File: src/rtl/uvs_pkg.sv
// Shared types, constants and fixed-point helpers for the UV sphere vertex generator.
package uvs_pkg;

   // Output coordinate format: Q2.14
   localparam int COORD_FRAC_BITS = 14;
   localparam logic [8:0] MAX_PRECISION = 9'd256;
   localparam logic [8:0] PREC_RESET = 9'd48;

   localparam int IDX_W = 17;
   localparam int DEN_W = 10;
   localparam int TEX_W = 15;

   // Q30 constants for the angle and series arithmetic
   localparam logic [30:0] Q30_ONE = 31'h4000_0000;
   localparam logic [29:0] PI4_Q30 = 30'd843314857;

   // Divider geometry: octant split, residual angle and texture coordinate
   localparam int OCT_NW = 12;
   localparam int OCT_QW = 4;
   localparam int ANG_NW = 39;
   localparam int ANG_QW = 30;
   localparam int TEX_NW = 23;
   localparam int TEX_QW = 15;

   // Reciprocals for the constant divisors of the series: floor(v/d) equals
   // (v*M) >> K for every v below 2^30 when K = 30 + ceil(log2 d).
   localparam int K72 = 37;
   localparam int K42 = 36;
   localparam int K20 = 35;
   localparam int K6  = 33;
   localparam int K90 = 37;
   localparam int K56 = 36;
   localparam int K30 = 35;
   localparam int K12 = 34;
   localparam logic [30:0] M72 = 31'(((64'd1 << K72) + 64'd71) / 64'd72);
   localparam logic [30:0] M42 = 31'(((64'd1 << K42) + 64'd41) / 64'd42);
   localparam logic [30:0] M20 = 31'(((64'd1 << K20) + 64'd19) / 64'd20);
   localparam logic [30:0] M6  = 31'(((64'd1 << K6) + 64'd5) / 64'd6);
   localparam logic [30:0] M90 = 31'(((64'd1 << K90) + 64'd89) / 64'd90);
   localparam logic [30:0] M56 = 31'(((64'd1 << K56) + 64'd55) / 64'd56);
   localparam logic [30:0] M30 = 31'(((64'd1 << K30) + 64'd29) / 64'd30);
   localparam logic [30:0] M12 = 31'(((64'd1 << K12) + 64'd11) / 64'd12);

   // Sine/cosine latency: octant divider, residual set-up, angle divider,
   // square, eight series stages and the octant fold.
   localparam int SC_LAT = OCT_QW + 1 + ANG_QW + 1 + 9;
   // Back-end latency up to the output register, including the product stage.
   localparam int BK_LAT = SC_LAT + 1;
   // Tap of the side line that feeds the texture dividers so they finish in step.
   localparam int TEX_TAP = BK_LAT - 1 - TEX_QW;

   typedef struct packed {
      logic [8:0]       prec;
      logic [8:0]       ring;
      logic [8:0]       seg;
      logic             pole;
      logic             quad;
      logic [IDX_W-1:0] idx;
      logic [IDX_W-1:0] c_next;
      logic [IDX_W-1:0] c_above;
      logic [IDX_W-1:0] c_diag;
   } uvs_entry_type;

   typedef struct packed {
      logic [15:0]      pos_x;
      logic [15:0]      pos_y;
      logic [15:0]      pos_z;
      logic [TEX_W-1:0] tex_u;
      logic [TEX_W-1:0] tex_v;
      logic [15:0]      tangent_x;
      logic [15:0]      tangent_z;
      logic [IDX_W-1:0] vertex_index;
      logic             quad_valid;
      logic [IDX_W-1:0] corner_next;
      logic [IDX_W-1:0] corner_above;
      logic [IDX_W-1:0] corner_diag;
   } uvs_result_type;

endpackage

File: src/rtl/uvs_queue.sv
// Short queue of classified items between the front and the back end.
module uvs_queue import uvs_pkg::*; #(
   parameter int DEPTH = 4
) (
   input  logic          clock,
   input  logic          reset,
   input  logic          push,
   input  uvs_entry_type push_data,
   output logic          full,
   input  logic          pop,
   output logic          head_valid,
   output uvs_entry_type head
);

   localparam int PTR_W = $clog2(DEPTH);
   localparam int CNT_W = $clog2(DEPTH + 1);

   uvs_entry_type    slot_ff [DEPTH];
   logic [PTR_W-1:0] wr_ptr_ff;
   logic [PTR_W-1:0] rd_ptr_ff;
   logic [CNT_W-1:0] count_ff;
   logic             do_push;
   logic             do_pop;

   assign full       = (count_ff == CNT_W'(DEPTH));
   assign head_valid = (count_ff != '0);
   assign head       = slot_ff[rd_ptr_ff];
   assign do_push    = push && !full;
   assign do_pop     = pop && head_valid;

   always_ff @(posedge clock) begin
      if (reset) begin
         wr_ptr_ff <= '0;
         rd_ptr_ff <= '0;
         count_ff  <= '0;
      end else begin
         if (do_push) begin
            wr_ptr_ff <= (wr_ptr_ff == PTR_W'(DEPTH - 1)) ? '0 : wr_ptr_ff + 1'b1;
         end
         if (do_pop) begin
            rd_ptr_ff <= (rd_ptr_ff == PTR_W'(DEPTH - 1)) ? '0 : rd_ptr_ff + 1'b1;
         end
         if (do_push && !do_pop) begin
            count_ff <= count_ff + 1'b1;
         end else if (do_pop && !do_push) begin
            count_ff <= count_ff - 1'b1;
         end
      end
   end

   always_ff @(posedge clock) begin
      if (do_push) begin
         slot_ff[wr_ptr_ff] <= push_data;
      end
   end

endmodule

File: config.mk
export PLATFORM = sky130hd
export DESIGN_NAME = uvs_queue
export DESIGN_NICKNAME = d
export VERILOG_FILES = /design/src/rtl/uvs_pkg.sv /design/src/rtl/uvs_queue.sv
export SDC_FILE = /design/constraint.sdc
export NUM_CORES = 1
export LEC_CHECK = 0
export BUFFER_PORTS_ARGS = -buffer_cell sky130_fd_sc_hd__buf_2
export CORE_MARGIN = 2
export CORE_UTILIZATION = 60
export DETAILED_ROUTE_END_ITERATION = 7
export PLACE_DENSITY = 0.89
export SLEW_MARGIN = 40
export SYNTH_ARGS = -nofsm -noshare
export SYNTH_HDL_FRONTEND = slang
export SYNTH_SLANG_ARGS = --single-unit
File: constraint.sdc
create_clock -name clock -period 5.7 [get_ports clock]
set_clock_uncertainty 0.2 [all_clocks]
set_input_delay 0.285 -clock clock [delete_from_list [all_inputs] [get_ports clock]]
set_output_delay 0.285 -clock clock [all_outputs]
set_load 0.02 [all_outputs]
==> results of run 1 <==
flip-flops by register name, indices dropped and copies added (netlist names), named ones only:
| name | cells |
|---|---|
| count_ff | 3 |
| rd_ptr_ff | 2 |
| slot_ff | 388 |
| wr_ptr_ff | 2 |
where the power goes:
part           switching (W)  total (W)  internal, W  leakage (nW)
Sequential          0.000140    0.00367      0.00353          3.63
Combinational        0.00104    0.00180     0.000763          1.94
Clock                0.00102    0.00243      0.00140         0.584
final cells by class:
type / instances / area [um^2]
flip-flops and latches: 397 / 11800
clock buffers: 47 / 1020
diodes: 2 / 5.00
clock inverters: 20 / 176
repair buffers: 310 / 2150
fillers: 1212 / 5470
well taps: 319 / 399
inverters: 5 / 20.0
multi-input cells: 131 / 2460
worst reg2reg max path: cells and delay by family, from the launching register on:
family,cells,cell delay [ns]
DFF,1,0.37
and+or+nand+nor,1,0.32
buffers and inverters,1,0.07
AOI/OAI and AO/OA,2,0.92
xor gates and xnor gates,1,0.16
adders and majority gates,2,0.71
cell families after synthesis:
family | share of synthesized area, %
flops | 81.9
mux | 15.3
buf+inv | 1.23
simple gates | 0.597
compound gates | 0.277
fa+ha+maj | 0.658
xor+xnor | 0.121
Yosys cell counts:
| cell type | instances |
|---|---|
| and3_1 | 4 |
| xor2_1 | 2 |
| edfxtp_1 | 388 |
| inv_1 | 4 |
| buf_6 | 1 |
| nand3_1 | 2 |
| clkbuf_1 | 7 |
| mux2i_1 | 2 |
| o21ai_0 | 2 |
| ha_1 | 6 |
| mux4_2 | 97 |
| nor3_1 | 1 |
| a21oi_1 | 3 |
| buf_8 | 4 |
| or3b_1 | 1 |
| fa_1 | 1 |
| dfxtp_1 | 9 |
| clkinv_2 | 1 |
| nand2_1 | 1 |
| o31ai_1 | 2 |
| or3_1 | 3 |
| buf_2 | 12 |
| nor2_1 | 4 |
metal layers:
metal  global-route usage (%)  wire [um]
met5                        0         27
met4                     7.98        943
met3                     5.08       2060
met2                     43.1      16400
met1                     32.6      11700
worst paths after layout:
kind | endpoint | depth (start not counted) | slack (ns)
worst min register to register | flop | 2 | 0.33
worst max-delay path | head[7] | 3 | 2.58
worst max register to register | count_ff[2] | 7 | 2.87
worst min-delay path | flop | 4 | 0.12
stage by stage:
stage / instances / total power [W] / worst slack [ns] / hold slack (ns) / area, um^2
2_1_floorplan: 557 / 0.00490 / 2.06 / 0.184 / 14500
3_3_place_gp: 1057 / 0.00535 / 2.98 / 0.263 / 15800
3_5_place_dp: 1057 / 0.00543 / 2.86 / 0.302 / 15800
4_1_cts: 1224 / 0.00789 / 2.46 / 0.0723 / 18000
5_1_grt: 1230 / 0.00816 / 2.38 / 0.128 / 18100
6_report: 1231 / 0.00790 / 2.58 / 0.124 / 18100
==> results.toml, run 1 <==
[synthesis]
ys_types = 23
synth_fp_nets = 665
synth_top_area_share_pct = 80.6
synth_area_leaders = "edfxtp_1, mux4_2, dfxtp_1, ha_1, buf_2"
syn_area_per_cell_um2 = 25.9
synth-warning-count = 0
yosysTopAreaCell = "edfxtp_1"
synthCells = 557
synth_area_um2 = 14500
yosysSeqAreaShare_pct = 81.9
synth-seq-cells = 397

[timing]
tns_ns = 0
hold_viol_final = 0
rsz0062_at_grt = "false"
finalCritPeriodShare_pct = 54.7
finalMaxSlewViolations = 0
period_minus_slack_ns = 3.12
setup_viol = 0
timing.fmax_ghz = 0.321
worst_slew_pin_slew_ns = 0.783
max_slew_margin_pct = 47.3

[worst_setup_path]
critPathRequiredTime_ns = 5.22
critPathSlowestCell = "mux4_2"
cp_max_fo = 77
cpPeakStageDelay_ns = 0.64
cp.arrival_ns = 2.63
critPathBufInv = 2
cp_top_family = "buffers and inverters"
worstSetupPathType = "flop to output port"
start_kind = "flop"
r2r-start = "count_ff[1]"
cp-end-kind = "output port"
worstPathCellList = "buf_12, mux4_2, buf_2"

[cts]
clk_pin_slew_ns = 0.06
htreeDepth = 2
cts-root-buf = "clkbuf_16"
clock_latency_ns = 0.51
post_cts_resized = 0
hold_buffers = 100
cts_tree = "done"
cts_buffer_depth = 3
post_cts_buffers = 0
numCtsBuffers = 38
clkSinkCount = 397

[route]
drc = 0
avgViaCountPerCell = 5.87
wirelength_um = 31200
via_count = 7229
firstDrtPassIters = 5
drt_iter0_markers = 661
ant_nets = 0
wl_per_cell_um = 25.3

[power]
p_leak_nw = 6.15
vdd_drop_max_uv = 287
p_per_area_nw_per_um2 = 437

[layout]
post-route-util_pct = 76.8
syn_to_final_growth_pct = 25.1
layout-drive-gt1-share_pct = 40.4
final_common_cell = "edfxtp_1"
final_cell_mix = "edfxtp_1, buf_2, dlygate4sd3_1, mux4_2, clkbuf_16"
nNetsFinal = 991

[floorplan]
initial_core_util_pct = 61.4
fp.dieH_um = 159
io_pins = 200
num_rows = 56
die_x_um = 159
core_area_um2 = 23500
die-area_um2 = 25300

[placed_design]
dp.final_hpwl_um = 16200
io_buffer_count = 199
gp_congestion = 0.776

[run_status]
status = "complete, no violations"

[global_routing]
grt.overflow.total = 0
antenna_found_initial = 4
grt_pass1_wl_um = 47000
grt_max_degree = 78
grt_use_total_pct = 25.0
grt_pass1_vias = 7776

[hold_path]
hp-class = "input port to flop"
min_from = "pop"

[run]
cap_violations = 0
(Power assumes the default switching activity.)
==> run 2, diff against run 1 <==
--- a/config.mk
+++ b/config.mk
@@ -7,9 +7,9 @@
 export LEC_CHECK = 0
 export BUFFER_PORTS_ARGS = -buffer_cell sky130_fd_sc_hd__buf_2
 export CORE_MARGIN = 2
-export CORE_UTILIZATION = 60
+export CORE_UTILIZATION = 57
 export DETAILED_ROUTE_END_ITERATION = 7
-export PLACE_DENSITY = 0.89
+export PLACE_DENSITY = 0.85
 export SLEW_MARGIN = 40
 export SYNTH_ARGS = -nofsm -noshare
 export SYNTH_HDL_FRONTEND = slang
==> constraint.sdc (replaced) <==
create_clock -name clock -period 2.9 [get_ports clock]
set_clock_uncertainty 0.2 [all_clocks]
set_input_delay 0.145 -clock clock [delete_from_list [all_inputs] [get_ports clock]]
set_output_delay 0.145 -clock clock [all_outputs]
set_load 0.02 [all_outputs]
==> run 2 against run 1 <==
  * Count of clock-buffer cells in the layout rose by 3
  * Cell count rose by 1.9%
  * Hold slack better by 0.059 ns
  * Critical path depth up 6
  * Design area grew 0.91%
  * Global-route usage down 1.6 points
  * Die area up 5.1%
  * Wire length fell by 3.0%
  * First-iteration DRC count is 3.0% higher
  * Core utilization fell by 3.9 points
  * Register-to-register slack got worse by 2.7 ns
  * Worst setup slack worse by 2.4 ns
  * Largest cell class unchanged
  * Largest power group unchanged
==> results.toml, run 2 (synthesis gave the netlist of run 1 again) <==
[placed_design]
gp_congestion = 0.734
dp.final_hpwl_um = 17200
io_buffer_count = 199
dpl_cell_area_um2 = 16000
post-place-ws_ns = 0.274

[global_routing]
grt.overflow.total = 0
grt_pass1_vias = 7763
antenna_found_initial = 2
grt_max_degree = 33
grt_use_total_pct = 23.3
grt_pass1_wl_um = 45600

[power]
total_power_w = 0.0155
vdd_drop_max_uv = 596
p_per_area_nw_per_um2 = 850
p_leak_nw = 6.21

[worst_setup_path]
cp.arrival_ns = 2.95
cpPeakStageDelay_ns = 0.45
start_kind = "flop"
critPathRequiredTime_ns = 3.13
r2r-start = "count_ff[0]"
cp-end-kind = "flop"
worstPathCellList = "or3b_1, clkinv_2, nor2_1, ha_1, inv_1, fa_1, xor2_1, or3_1, a21oi_1"
timing.rr.end = "count_ff[2]"
rrSetupSlack_ns = 0.18
critPathSlowestCell = "dfxtp_1"
worstSetupPathType = "flop to flop"
rr_worst_depth = 9
cp_max_fo = 7
critPathLaunch = "count_ff[0]"

[timing]
tns_ns = 0
period_minus_slack_ns = 2.72
holdWs_ns = 0.183
rsz0062_at_grt = "false"
hold_viol_final = 0
timing.fmax_ghz = 0.367
worst_slew_pin_slew_ns = 0.541
finalCritPeriodShare_pct = 93.9
setup_viol = 0
finalMaxSlewViolations = 0
max_slew_margin_pct = 63.7
fin_ws_ns = 0.178

[floorplan]
num_rows = 58
fp.dieH_um = 163
die-area_um2 = 26600
io_pins = 200
core_area_um2 = 25000
initial_core_util_pct = 57.7
die_x_um = 163

[route]
ant_nets = 0
drc = 0
wirelength_um = 30200
wl_per_cell_um = 24.1
drt_iter0_markers = 681
avgViaCountPerCell = 5.65
firstDrtPassIters = 7
via_count = 7091

[hold_path]
hp-class = "input port to flop"
min_from = "push_data[22]"
hold_end = "slot_ff[3][22]"
hold_depth = 2

[layout]
finalInstanceArea_um2 = 18200
syn_to_final_growth_pct = 26.2
layout-drive-gt1-share_pct = 40.8
reg_top3 = "slot_ff (388), count_ff (3)"
final_common_cell = "edfxtp_1"
final_cell_mix = "edfxtp_1, buf_2, dlygate4sd3_1, mux4_2, clkbuf_16"
largest_reg_flops = 388
nNetsFinal = 1001
largest_register = "slot_ff"

[run]
cap_violations = 0

[cts]
post_cts_buffers = 0
cts_buffer_depth = 3
hold_buffers = 101
post_cts_resized = 0
cts_tree = "done"
cts-root-buf = "clkbuf_16"
clock_latency_ns = 0.51
clk_pin_slew_ns = 0.06
htreeDepth = 2
numCtsBuffers = 39
clkSinkCount = 397

[run_status]
status = "complete, no violations"
-- run 2: per-layer routing --
metal	up-vias	GRT usage (%)	part of all wire (%)
li1	3074	-	-
met1	3669	29.6	37
met2	296	40.7	53
met3	52	5.49	7.4
met4	0	6.76	2.3
met5	-	0	0
-- run 2: area by class of cell --
| cell class | count | area, um^2 |
|---|---|---|
| sequential | 397 | 11800 |
| fill | 1415 | 6800 |
| multi-input combinational | 131 | 2460 |
| timing repair buffer | 319 | 2300 |
| clock buffer | 50 | 1060 |
| tap | 330 | 413 |
| clock inverter | 20 | 138 |
| inverter | 5 | 20.0 |
| antenna | 2 | 5.00 |
-- run 2: metrics by stage --
step,std cells,utilization (%)
CTS,1252,72.8
finish,1254,72.8
detailed placement,1081,64.0
global route,1254,72.8
floorplan,557,-
global placement,1081,64.0
-- run 2: worst max path at each step --
stage / cells past startpoint / to
after global routing: 9 / count_ff[2]
final: 9 / count_ff[2]
after detailed placement: 9 / count_ff[2]
after floorplan: 3 / slot_ff[0][0]
after CTS: 3 / head[72]
after global placement: 9 / count_ff[2]
-- run 2: power by group --
group	internal [W]	leakage, nW	switching, W
clock	0.00268	0.573	0.00200
combinational	0.00157	2.00	0.00205
sequential	0.00694	3.63	0.000263
-- run 2: worst max-delay path, delay by kind of cell (launching register included) --
family / cells / cell delay [ns]
and+or+nand+nor: 3 / 0.83
adders and majority gates: 2 / 0.63
DFF: 1 / 0.45
buffers and inverters: 2 / 0.20
xor gates and xnor gates: 1 / 0.17
AOI/OAI and AO/OA: 1 / 0.17
==> run 3, diff against run 2 <==
--- a/config.mk
+++ b/config.mk
@@ -10,6 +10,7 @@
 export CORE_UTILIZATION = 57
 export DETAILED_ROUTE_END_ITERATION = 7
 export PLACE_DENSITY = 0.85
+export SETUP_SLACK_MARGIN = 0.4
 export SLEW_MARGIN = 40
 export SYNTH_ARGS = -nofsm -noshare
 export SYNTH_HDL_FRONTEND = slang
==> run 3 against run 2 <==
  * Via count about the same
  * Design area is 0.48% higher
  * Clock power is essentially flat
  * Highest routed layer unchanged
==> results.toml, run 3 (synthesis gave the netlist of run 1 again) <==
[timing]
setup_viol = 0
period_minus_slack_ns = 2.44
finalMaxSlewViolations = 0
timing.fmax_ghz = 0.409
max_slew_margin_pct = 67.9
tns_ns = 0
worst_slew_pin_slew_ns = 0.482
hold_viol_final = 0
rsz0062_at_grt = "true"
finalCritPeriodShare_pct = 84.3

[run_status]
status = "complete, no violations"

[route]
drt_iter0_markers = 690
drc = 0
wirelength_um = 30400
avgViaCountPerCell = 5.64
firstDrtPassIters = 5
ant_nets = 0
wl_per_cell_um = 24.2
via_count = 7098

[power]
p_leak_nw = 6.25
p_per_area_nw_per_um2 = 851
vdd_drop_max_uv = 596

[global_routing]
grt_max_degree = 33
grt_pass1_vias = 7781
grt.overflow.total = 0
grt_pass1_wl_um = 45900
antenna_found_initial = 2
grt_use_total_pct = 23.5

[floorplan]
num_rows = 58
core_area_um2 = 25000
die-area_um2 = 26600
die_x_um = 163
io_pins = 200
initial_core_util_pct = 57.7
fp.dieH_um = 163

[layout]
finalInstanceArea_um2 = 18300
syn_to_final_growth_pct = 26.8
final_cell_mix = "edfxtp_1, buf_2, dlygate4sd3_1, mux4_2, clkbuf_16"
largest_reg_flops = 388
fillCellCount = 1405
final_cells = 1259
layout-drive-gt1-share_pct = 41.7
post-route-util_pct = 73.2
final_common_cell = "edfxtp_1"
regArea_um2 = 11800
largest_register = "slot_ff"
nNetsFinal = 1006
multi_input_area_um2 = 2480
reg_top3 = "slot_ff (388), count_ff (3)"

[worst_setup_path]
critPathSlowestCell = "fa_1"
cpPeakStageDelay_ns = 0.38
start_kind = "flop"
cp_max_fo = 7
cp.arrival_ns = 2.68
cp_top_family = "simple AND/OR/NAND/NOR gates"
critPathBufInv = 2
cp-end-kind = "flop"
worstSetupPathType = "flop to flop"
worstPathCellList = "or3b_4, clkinv_2, nor2_2, ha_2, inv_1, fa_1, xor2_1, or3_1, a21oi_1"
critPathRequiredTime_ns = 3.13

[placed_design]
dp.final_hpwl_um = 17200
gp_congestion = 0.734
io_buffer_count = 199
dpl_cell_area_um2 = 16000
dp.cells = 1081

[cts]
numCtsBuffers = 39
htreeDepth = 2
clkSinkCount = 397
cts-root-buf = "clkbuf_16"
cts_tree = "done"
cts_buffer_depth = 3
clk_pin_slew_ns = 0.06
clock_latency_ns = 0.51

[run]
cap_violations = 0

[hold_path]
hp-class = "input port to flop"
==> run 3: cell types whose count changed in the layout (fill, tap and decap cells not counted), sizes merged <==
cell | before | now
buf | 218 | 223
==> run 3: worst paths after layout <==
check / start / end / slack, ns / depth (start not counted)
max: count_ff[2] / count_ff[2] / 0.46 / 9
min: push_data[22] / slot_ff[3][22] / 0.18 / 2
min reg2reg: rd_ptr_ff[0] / flop / 0.32 / 2
max reg2reg: count_ff[2] / count_ff[2] / 0.46 / 9
==> run 3: what timing repair did <==
action                                 4_1_cts  5_1_grt
resized for setup                            4        3
setup buffers                                2        3
pin swaps                                    0        0
gates cloned                                 0        0
setup endpoints to repair                   81       41
hold buffers                               101        0
endpoints found under the hold margin      397        0
==> run 3: layout make-up <==
type                       instances  area share [%]
antenna                            2          0.0273
clock buffer                      50            5.78
clock inverter                    20           0.751
inverter                           5           0.109
multi-input combinational        131            13.5
sequential                       397            64.6
tap                              330            2.25
timing repair buffer             324            12.9
==> run 3: report_power, final <==
group	leakage, nW	switching, W	total, W	internal [W]
combinational	2.04	0.00212	0.00375	0.00163
sequential	3.63	0.000212	0.00715	0.00694
clock	0.573	0.00200	0.00468	0.00268
==> run 3: metal layers <==
| layer | wire, um | vias up | share of wire, % | GRT usage (%) |
|---|---|---|---|---|
| met5 | 0 | - | 0 | 0 |
| li1 | - | 3087 | - | - |
| met1 | 11400 | 3658 | 37 | 30.0 |
| met3 | 2220 | 49 | 7.3 | 5.38 |
| met4 | 696 | 0 | 2.3 | 6.72 |
| met2 | 16100 | 304 | 53 | 41.0 |
==> run 3: metrics by stage <==
stage,setup slack (ns),hold slack [ns],total power [W]
floorplan,0.356,0.0439,0.00960
global placement,0.475,0.153,0.0107
detailed placement,0.274,0.160,0.0108
CTS,0.394,0.156,0.0157
global route,0.349,0.173,0.0162
finish,0.456,0.183,0.0156
