`config.mk`:
```
export PLATFORM = sky130hd
export DESIGN_NAME = uvs_front
export DESIGN_NICKNAME = d
export VERILOG_FILES = /design/src/rtl/uvs_pkg.sv /design/src/rtl/uvs_front.sv
export SDC_FILE = /design/constraint.sdc
export NUM_CORES = 1
export LEC_CHECK = 0
export BUFFER_PORTS_ARGS = -buffer_cell sky130_fd_sc_hd__buf_2
export CELL_PAD_IN_SITES_DETAIL_PLACEMENT = 1
export CELL_PAD_IN_SITES_GLOBAL_PLACEMENT = 1
export CORE_AREA = 2 2 124 126
export DETAILED_ROUTE_END_ITERATION = 6
export DIE_AREA = 0 0 126 128
export PLACE_DENSITY = 0.88
export SLEW_MARGIN = 5
export SYNTH_ARGS = -nofsm -noshare
export SYNTH_HDL_FRONTEND = slang
export SYNTH_SLANG_ARGS = --single-unit
```
`constraint.sdc`:
```
create_clock -name clock -period 11.2 [get_ports clock]
set_input_delay 1.12 -clock clock [delete_from_list [all_inputs] [get_ports clock]]
set_output_delay 1.12 -clock clock [all_outputs]
set_load 0.05 [all_outputs]
```
`src/rtl/uvs_pkg.sv`:
```
// Shared types, constants and fixed-point helpers for the UV sphere vertex generator.
package uvs_pkg;

   // Output coordinate format: Q2.14
   localparam int COORD_FRAC_BITS = 14;
   localparam logic [8:0] MAX_PRECISION = 9'd256;
   localparam logic [8:0] PREC_RESET = 9'd48;

   localparam int IDX_W = 17;
   localparam int DEN_W = 10;
   localparam int TEX_W = 15;

   // Q30 constants for the angle and series arithmetic
   localparam logic [30:0] Q30_ONE = 31'h4000_0000;
   localparam logic [29:0] PI4_Q30 = 30'd843314857;

   // Divider geometry: octant split, residual angle and texture coordinate
   localparam int OCT_NW = 12;
   localparam int OCT_QW = 4;
   localparam int ANG_NW = 39;
   localparam int ANG_QW = 30;
   localparam int TEX_NW = 23;
   localparam int TEX_QW = 15;

   // Reciprocals for the constant divisors of the series: floor(v/d) equals
   // (v*M) >> K for every v below 2^30 when K = 30 + ceil(log2 d).
   localparam int K72 = 37;
   localparam int K42 = 36;
   localparam int K20 = 35;
   localparam int K6  = 33;
   localparam int K90 = 37;
   localparam int K56 = 36;
   localparam int K30 = 35;
   localparam int K12 = 34;
   localparam logic [30:0] M72 = 31'(((64'd1 << K72) + 64'd71) / 64'd72);
   localparam logic [30:0] M42 = 31'(((64'd1 << K42) + 64'd41) / 64'd42);
   localparam logic [30:0] M20 = 31'(((64'd1 << K20) + 64'd19) / 64'd20);
   localparam logic [30:0] M6  = 31'(((64'd1 << K6) + 64'd5) / 64'd6);
   localparam logic [30:0] M90 = 31'(((64'd1 << K90) + 64'd89) / 64'd90);
   localparam logic [30:0] M56 = 31'(((64'd1 << K56) + 64'd55) / 64'd56);
   localparam logic [30:0] M30 = 31'(((64'd1 << K30) + 64'd29) / 64'd30);
   localparam logic [30:0] M12 = 31'(((64'd1 << K12) + 64'd11) / 64'd12);

   // Sine/cosine latency: octant divider, residual set-up, angle divider,
   // square, eight series stages and the octant fold.
   localparam int SC_LAT = OCT_QW + 1 + ANG_QW + 1 + 9;
   // Back-end latency up to the output register, including the product stage.
   localparam int BK_LAT = SC_LAT + 1;
   // Tap of the side line that feeds the texture dividers so they finish in step.
   localparam int TEX_TAP = BK_LAT - 1 - TEX_QW;

   typedef struct packed {
      logic [8:0]       prec;
      logic [8:0]       ring;
      logic [8:0]       seg;
      logic             pole;
      logic             quad;
      logic [IDX_W-1:0] idx;
      logic [IDX_W-1:0] c_next;
      logic [IDX_W-1:0] c_above;
      logic [IDX_W-1:0] c_diag;
   } uvs_entry_type;

   typedef struct packed {
      logic [15:0]      pos_x;
      logic [15:0]      pos_y;
      logic [15:0]      pos_z;
      logic [TEX_W-1:0] tex_u;
      logic [TEX_W-1:0] tex_v;
      logic [15:0]      tangent_x;
      logic [15:0]      tangent_z;
      logic [IDX_W-1:0] vertex_index;
      logic             quad_valid;
      logic [IDX_W-1:0] corner_next;
      logic [IDX_W-1:0] corner_above;
      logic [IDX_W-1:0] corner_diag;
   } uvs_result_type;

endpackage

```
`src/rtl/uvs_front.sv`:
```
// Front end: precision register, clamping, pole and quad classification, indices.
module uvs_front import uvs_pkg::*; (
   input  logic          clock,
   input  logic          reset,
   input  logic          csr_wr_en,
   input  logic [8:0]    csr_wr_data,
   input  logic [8:0]    ring,
   input  logic [8:0]    segment,
   output uvs_entry_type entry
);

   logic [8:0]       precision_ff;
   logic [8:0]       prec;
   logic [9:0]       prec1;
   logic [8:0]       ring_c;
   logic [8:0]       seg_c;
   logic [IDX_W-1:0] idx;
   logic             quad;

   always_ff @(posedge clock) begin
      if (reset) begin
         precision_ff <= PREC_RESET;
      end else if (csr_wr_en) begin
         precision_ff <= csr_wr_data;
      end
   end

   always_comb begin
      priority if (precision_ff == 9'd0) begin
         prec = 9'd1;
      end else if (precision_ff > MAX_PRECISION) begin
         prec = MAX_PRECISION;
      end else begin
         prec = precision_ff;
      end
      prec1  = 10'(prec) + 10'd1;
      ring_c = (ring > prec) ? prec : ring;
      seg_c  = (segment > prec) ? prec : segment;
      idx    = 17'(17'(ring_c) * 17'(prec1)) + 17'(seg_c);
      quad   = (ring_c < prec) && (seg_c < prec);

      entry.prec    = prec;
      entry.ring    = ring_c;
      entry.seg     = seg_c;
      entry.pole    = (ring_c == 9'd0) || (ring_c == prec);
      entry.quad    = quad;
      entry.idx     = idx;
      entry.c_next  = quad ? idx + 17'd1 : '0;
      entry.c_above = quad ? idx + 17'(prec1) : '0;
      entry.c_diag  = quad ? idx + 17'(prec1) + 17'd1 : '0;
   end

endmodule

```
==> results.yml, run 1 <==
outcome:
  status: "complete, no violations"
clock_tree:
  cts.root.buffer_cell: "clkbuf_16"
  cts_hold_buf: 0
  clk_pin_slew_ps: 50
  clkSinkCount: 9
  clock_path_buffers: 2
  cts_tree: "yes"
  numCtsBuffers: 3
  insertion_delay_ps: 240
  ctsHtreeMaxLevel: 1
synthesis:
  async_flop_share_pct: 0
  postSynthCellCount: 757
  synth-seq-cells: 9
  synth-seq-area-share_pct: 2.957
  synth_top_flop_cell: "dfxtp_1"
  yosysUniqueCellTypes: 75
  synth_warnings: 0
  synth-edff-count: 0
  syn-cell-area_sq_um: 6093
  avgSynthCellArea_sq_um: 8.049
floorplan:
  die-area_sq_um: 16130
  die-height_microns: 128
  num_io_pins: 127
  fp.coreArea_sq_um: 14860
  fp-row-count: 45
  die_w_microns: 126
  initial_core_util_pct: 40.99
setup_path:
  max_stage_delay_ps: 570
  crit_fanout: 11
  critPathKind: "in2out"
  reg2regPathDepth: 3
  start_kind: "input port"
  arrival_ps: 9720
  crit_required_ps: 10080
  rr_endpoint: "precision_ff[8]"
  cp-end-kind: "output pin"
  regToRegSetupSlack_ps: 10080
  r2r-start: "precision_ff[8]"
  cpMaxStageDelayCell: "or4b_4"
timing:
  max_freq_mhz: 92.29
  min_period_over_period_pct: 96.74
  period_minus_slack_ps: 10840
  worst_hold_slack_ps: 559.3
  slew_viol_final: 0
  timing_hold_violations_final: 0
  setup_viol: 0
  tns_ps: 0
  tightest_slew_ps: 978.3
  final.setup.worst_slack_ps: 364.9
  slew_headroom_pct: 33.86
  grt_setup_unrepaired: "yes"
  fin_skew_ps: 0
finish:
  drive_gt1_share_pct: 23.46
  largest_reg_flops: 9
  final_cell_mix: "buf_2 (125), nor2_1 (101), ha_1 (95), inv_1 (88), fa_1 (62)"
  final_common_cell: "buf_2"
  area_growth_pct: 21.33
  top_register: "precision_ff"
  reg_top3: "precision_ff (9)"
  fin_nets: 1096
  final_cells: 1096
  antenna-diode-count: 0
hold_path:
  hp-class: "reg2reg"
  holdPathEnd: "precision_ff[0]"
  whs_path_depth: 2
  hp-start: "precision_ff[0]"
detailed_routing:
  antenna_left: 0
  drtIter0Drc: 392
  drc_errors: 0
  wirelength_mm: 22.15
  firstDrtPassIters: 5
  wl_per_cell_microns: 20.21
  vias_per_cell: 5.694
  dr_total_vias: 6241
global_route:
  gr-total-overflow: 0
  antenna_found_initial: 0
  grt_pass1_wl_mm: 35.40
  grt_max_degree: 44
  grt_pass1_vias: 6696
  grt_use_total_pct: 26.92
placed_design:
  dpl.hpwl_mm: 17.63
  post-place-ws_ps: 12.90
  placedCellCount: 1087
  gp_congestion: 0.8760
  portBuffers: 126
flow_run:
  cap_violations: 0
[Yosys cell counts (all sizes together) (3+ instances only)]
library cell | instances | area, sq um
o21ai | 21 | 108.9
o31ai | 3 | 27.52
nor4 | 6 | 52.55
xnor2 | 43 | 376.6
o211ai | 6 | 45.04
xor2 | 17 | 167.7
nor2 | 103 | 389.1
a31oi | 5 | 31.28
nand2 | 53 | 198.9
and3 | 14 | 92.59
mux2 | 8 | 90.09
nand3 | 20 | 112.6
a221oi | 4 | 47.55
ha | 95 | 1189
inv | 91 | 341.6
nor3 | 12 | 65.06
o21a | 11 | 83.83
fa | 62 | 1241
or3 | 3 | 18.77
dfxtp | 9 | 180.2
a21oi | 21 | 108.9
a211o | 3 | 26.28
a21o | 15 | 112.6
and2 | 21 | 131.4
nor3b | 5 | 37.54
nand4 | 13 | 81.33
mux2i | 18 | 180.2
a211oi | 5 | 50.05
clkbuf | 13 | 50.04
buf | 4 | 21.27
nor2b | 19 | 126.4
[layout make-up]
class | count | area (sq um)
well taps | 188 | 235.2
repair buffers | 158 | 885.9
clock buffers | 4 | 78.83
inverters | 93 | 352.8
multi-input cells | 644 | 5660
flip-flops and latches | 9 | 180.2
fillers | 1897 | 7471
[per-layer routing]
| metal | wire length (microns) | track usage [%] |
|---|---|---|
| met1 | 8879 | 32.99 |
| met2 | 11510 | 49.72 |
| met3 | 949 | 2.170 |
| met4 | 806 | 9.179 |
| met5 | 0 | 0 |
[kinds of logic after synthesis]
family                     count (synthesis)  share of synthesized area (%)
and+or+nand+nor                          279                          22.71
buffers and inverters                    110                          6.899
DFF                                        9                          2.957
adders and majority gates                157                          39.88
xor gates and xnor gates                  61                          9.302
muxes                                     26                          4.435
other                                      2                         0.1232
AOI/OAI and AO/OA                        113                          13.70
[critical path, delay by kind of cell]
family,cells,cell delay [ps]
AO/OA/AOI/OAI,11,1900
multiplexers,1,380
adder cells (fa/ha/maj),8,3300
AND/OR/NAND/NOR,8,2000
XOR/XNOR,1,150
buffers and inverters,7,860
[worst max path at each step]
stage                    start        end  slack [ps]
5_1_grt                ring[3]  entry[15]         -90
3_5_place_dp           ring[3]  entry[15]          10
4_1_cts                ring[3]  entry[15]         140
2_1_floorplan  precision_ff[8]  entry[15]          10
3_3_place_gp           ring[3]  entry[15]         620
6_report               ring[3]  entry[15]         360
[through the flow]
stage               utilization (%)  area [sq um]
floorplan                         -          6213
global placement              48.59          7223
detailed placement            48.59          7223
CTS                           49.25          7321
global route                  49.74          7393
finish                        49.74          7393
[repair_timing]
| item | CTS | global route |
|---|---|---|
| resized for setup | 1 | 13 |
| buffers inserted | 2 | 3 |
| pin swaps | 1 | 0 |
| endpoints found under the setup margin | 1 | 4 |
Power of run 1 is left out: the tool's default activity adds up to more than one toggle a clock period on the data nets, which glitch-free logic cannot reach.
==> run 2, diff against run 1 <==
--- a/config.mk
+++ b/config.mk
@@ -9,6 +9,7 @@
 export CELL_PAD_IN_SITES_DETAIL_PLACEMENT = 1
 export CELL_PAD_IN_SITES_GLOBAL_PLACEMENT = 1
 export CORE_AREA = 2 2 124 126
+export CTS_CLUSTER_DIAMETER = 80
 export DETAILED_ROUTE_END_ITERATION = 6
 export DIE_AREA = 0 0 126 128
 export PLACE_DENSITY = 0.88
==> constraint.sdc (replaced) <==
create_clock -name clock -period 10.3 [get_ports clock]
set_input_delay 1.03 -clock clock [delete_from_list [all_inputs] [get_ports clock]]
set_output_delay 1.03 -clock clock [all_outputs]
set_load 0.05 [all_outputs]
==> run 2 against run 1 <==
  * Register-to-register slack lost 840 ps
  * Setup slack worse by 270 ps
  * First-iteration DRC count did not move
  * Clock-buffer cell count is the same
  * Flip-flop and latch count unchanged
  * Non-clock buffer count increased by 20
  * Final area up 5.7%
  * Wire length grew 6.4%
  * Core utilization grew 2.9 points
  * Final cell count increased by 1.8%
  * Via count increased by 3.7%
  * Largest cell class unchanged
==> results.yml, run 2 (synthesis gave the netlist of run 1 again) <==
clock_tree:
  clk_pin_slew_ps: 40
  ctsHtreeMaxLevel: 1
  insertion_delay_ps: 230
  clkSinkCount: 9
  cts_hold_buf: 0
  clock_path_buffers: 2
  cts_tree: "yes"
  numCtsBuffers: 3
  cts.root.buffer_cell: "clkbuf_16"
detailed_routing:
  dr_total_vias: 6475
  wirelength_mm: 23.57
  drtIter0Drc: 392
  wl_per_cell_microns: 21.12
  firstDrtPassIters: 7
  antenna_left: 0
  vias_per_cell: 5.802
  drc_errors: 0
outcome:
  status: "complete, no violations"
placed_design:
  post-place-ws_ps: -284.8
  portBuffers: 126
  place_area_sq_um: 7441
  dpl.hpwl_mm: 18.10
  gp_congestion: 0.8674
global_route:
  grt_max_degree: 44
  gr-total-overflow: 0
  grt_pass1_wl_mm: 35.19
  grt_use_total_pct: 26.70
  antenna_found_initial: 0
  grt_pass1_vias: 6786
setup_path:
  crit_required_ps: 9270
  cp-end-kind: "output pin"
  max_stage_delay_ps: 550
  regToRegSetupSlack_ps: 9240
  start_kind: "input port"
  critPathKind: "in2out"
  cpMaxStageDelayCell: "fa_1"
  crit_fanout: 4
  arrival_ps: 9170
hold_path:
  hp-class: "reg2reg"
finish:
  final_cell_mix: "buf_2 (123), nor2_1 (96), ha_1 (90), inv_1 (84), fa_1 (61)"
  fill_cells: 1797
  final_common_cell: "buf_2"
  antenna-diode-count: 0
  drive_gt1_share_pct: 28.66
  largest_reg_flops: 9
  fin_nets: 1116
  final_area_sq_um: 7818
  top_register: "precision_ff"
  reg_top3: "precision_ff (9)"
  area_growth_pct: 28.30
timing:
  final.setup.worst_slack_ps: 99.23
  slew_viol_final: 0
  timing_hold_violations_final: 0
  max_freq_mhz: 98.03
  tightest_slew_ps: 1009
  fin_skew_ps: 0
  slew_headroom_pct: 32.42
  tns_ps: 0
  min_period_over_period_pct: 99.04
  period_minus_slack_ps: 10200
  setup_viol: 0
flow_run:
  cap_violations: 0
floorplan:
  die_w_microns: 126
  die-height_microns: 128
  fp-row-count: 45
  num_io_pins: 127
  fp.coreArea_sq_um: 14860
  initial_core_util_pct: 40.99
  die-area_sq_um: 16130
==> run 2: cell types whose count changed in the layout (fill, tap and decap cells not counted), moves of 4 or more <==
cell,before,now
buf_4,32,49
nor2_1,101,96
ha_4,0,4
inv_1,88,84
buf_6,0,4
nor2_2,2,6
ha_1,95,90
==> run 2: stage by stage <==
| stage | instances | utilization [%] | hold WS [ps] |
|---|---|---|---|
| 6_report | 1116 | 52.59 | 520.1 |
| 5_1_grt | 1116 | 52.59 | 564.5 |
| 4_1_cts | 1111 | 51.13 | 531.4 |
| 3_5_place_dp | 1103 | 50.06 | 496.5 |
| 3_3_place_gp | 1103 | 50.06 | 494.7 |
| 2_1_floorplan | 763 | - | 461.2 |
==> run 2: path summary, 6_finish.rpt <==
kind,startpoint,end,depth (start not counted)
max reg2reg,precision_ff[8],precision_ff[8],3
min reg2reg,precision_ff[3],precision_ff[3],2
min,precision_ff[3],precision_ff[3],2
max,ring[3],entry[15],36
==> run 2: per-layer routing <==
metal  up-vias  part of all wire (%)  wire length [microns]  GRT usage [%]
met5         -                     0                      0              0
met4         0                   4.9                   1149          8.662
met3        88                   5.0                   1174          1.628
met2       262                    51                  11910          48.70
met1      3217                    40                   9330          33.71
li1       2908                     -                      -              -
==> run 2: what timing repair did <==
action / in CTS / in global routing
setup buffers: 4 / 5
resized for setup: 10 / 39
setup endpoints to repair: 2 / 8
pin swaps: 3 / 11
==> run 2: cell type report <==
cell class / count / area [sq um] / area share [%]
multi-input combinational: 644 / 5908 / 75.58
timing repair buffer: 178 / 1056 / 13.51
inverter: 93 / 359.1 / 4.593
tap: 188 / 235.2 / 3.009
sequential: 9 / 180.2 / 2.305
clock buffer: 4 / 78.83 / 1.008
==> run 2: critical path, delay by kind of cell <==
kind	cells	cell delay, ps
compound gates	9	1910
xor+xnor	2	400
fa+ha+maj	8	3240
buf+inv	9	830
mux	1	250
simple gates	7	1500
Power of run 2 is left out for the same reason.
==> run 3, diff against run 2 <==
--- a/config.mk
+++ b/config.mk
@@ -12,7 +12,9 @@
 export CTS_CLUSTER_DIAMETER = 80
 export DETAILED_ROUTE_END_ITERATION = 6
 export DIE_AREA = 0 0 126 128
+export GPL_ROUTABILITY_DRIVEN = 0
 export PLACE_DENSITY = 0.88
+export REMOVE_ABC_BUFFERS = 1
 export SLEW_MARGIN = 5
 export SYNTH_ARGS = -nofsm -noshare
 export SYNTH_HDL_FRONTEND = slang
==> run 3 against run 2 <==
  * The run now ends with negative setup slack left
  * Register-to-register slack improved by 190 ps
  * Global-route usage rose by 0.31 points
  * Final area about the same
  * Maximum frequency shrank 1.5%
  * Clock skew stayed put
  * Worst hold slack gained 44 ps
  * Sequential share of layout area barely moved
  * Critical path depth up 3
  * Non-clock buffer count up 14
  * Critical path type is now reg2out
  * Largest cell class unchanged
  * Highest routed layer unchanged
==> results.yml, run 3 (synthesis gave the netlist of run 1 again) <==
outcome:
  status: "finished, violations left"
  failed_checks: "negative setup slack"
clock_tree:
  cts_tree: "yes"
  ctsHtreeMaxLevel: 1
  insertion_delay_ps: 240
  clock_path_buffers: 2
  cts.root.buffer_cell: "clkbuf_16"
  clkSinkCount: 9
  clk_pin_slew_ps: 40
  numCtsBuffers: 3
  cts_hold_buf: 0
finish:
  fill_cells: 1860
  fin_nets: 1130
  top_register: "precision_ff"
  final_area_sq_um: 7820
  drive_gt1_share_pct: 28.56
  final_cells: 1130
  area_growth_pct: 28.34
  final_cell_mix: "buf_2 (124), nor2_1 (99), inv_1 (88), ha_1 (87), buf_4 (63)"
  reg_top3: "precision_ff (9)"
  largest_reg_flops: 9
  antenna-diode-count: 0
  final_common_cell: "buf_2"
detailed_routing:
  dr_total_vias: 6632
  drc_errors: 0
  wirelength_mm: 25.21
  vias_per_cell: 5.869
  firstDrtPassIters: 5
  drtIter0Drc: 504
  antenna_left: 0
  wl_per_cell_microns: 22.31
timing:
  min_period_over_period_pct: 100.5
  final.setup.worst_slack_ps: -53.37
  slew_headroom_pct: 41.23
  tightest_slew_ps: 877.5
  max_freq_mhz: 96.59
  fin_skew_ps: 0
  timing_hold_violations_final: 0
  slew_viol_final: 0
  worst_hold_slack_ps: 563.8
  setup_viol: 1
  period_minus_slack_ps: 10350
placed_design:
  portBuffers: 126
  place_area_sq_um: 7271
  placedCellCount: 1106
  dpl.hpwl_mm: 17.83
floorplan:
  fp-row-count: 45
  initial_core_util_pct: 40.99
  die-area_sq_um: 16130
  num_io_pins: 127
  die_w_microns: 126
  fp.coreArea_sq_um: 14860
  die-height_microns: 128
setup_path:
  critPathKind: "reg2out"
  cp-end-kind: "output pin"
  r2r-start: "precision_ff[4]"
  crit_start: "precision_ff[4]"
  crit_required_ps: 9270
  start_kind: "flop"
  cpMaxStageDelayCell: "or4b_4"
  crit_fanout: 7
  arrival_ps: 9320
  crit_top_cell: "inv_1"
  max_stage_delay_ps: 570
flow_run:
  cap_violations: 0
global_route:
  grt_pass1_wl_mm: 35.41
  grt_use_total_pct: 27.01
  antenna_found_initial: 0
  grt_max_degree: 44
  grt_pass1_vias: 6860
  gr-total-overflow: 0
hold_path:
  hp-start: "precision_ff[3]"
  hp-class: "reg2reg"
## run 3: cell count changes in the layout (fill, tap and decap cells not counted), moves of 4 or more
cell,delta
buf_4,+14
inv_1,+4
nor2b_1,+4
nor2_2,-4
nor2b_4,-5
## run 3: cell type report
class                           instances  area (sq um)  area share (%)
Multi-Input combinational cell        644          5826           74.50
Sequential cell                         9         181.4           2.320
Inverter                               93         349.1           4.464
Clock buffer                            4         78.83           1.008
Tap cell                              188         235.2           3.008
Timing Repair Buffer                  192          1150           14.70
## run 3: repair_timing
action,in CTS,in global routing
pin swaps,4,20
gates resized for setup,17,49
buffers inserted,5,15
endpoints found under the setup margin,11,11
hold endpoints to repair,0,0
## run 3: worst paths after layout
check	end	slack [ps]	cells after the start
hold / removal	precision_ff[3]	560	2
hold reg to reg	precision_ff[3]	560	2
setup / recovery	entry[15]	-50	39
setup reg to reg	precision_ff[4]	9430	2
## run 3: through the flow
step                      setup TNS (ps)  utilization (%)  setup slack (ps)
final                             -53.37            52.61            -53.37
after CTS                              0            50.08             15.53
after global routing               -1173            52.61            -340.9
after global placement                 0            48.91             162.2
after detailed placement           -1704            48.91            -511.7
after floorplan                   -64580                -             -2953
## run 3: layer usage
layer / routed length [microns] / part of all wire [%] / GRT usage [%]
met1: 9946 / 39 / 33.60
met2: 12730 / 51 / 48.32
met3: 1433 / 5.7 / 2.504
met4: 1093 / 4.3 / 10.60
met5: 0 / 0 / 0
## run 3: critical path: cells and delay by family, from the launching register on
kind | cells | cell delay, ps
XOR/XNOR | 1 | 100
flip-flops | 1 | 420
AND/OR/NAND/NOR | 10 | 2460
AO/OA/AOI/OAI | 10 | 1580
multiplexers | 1 | 200
buffers and inverters | 9 | 1240
adder cells (fa/ha/maj) | 8 | 3060
Power of run 3 is left out for the same reason.
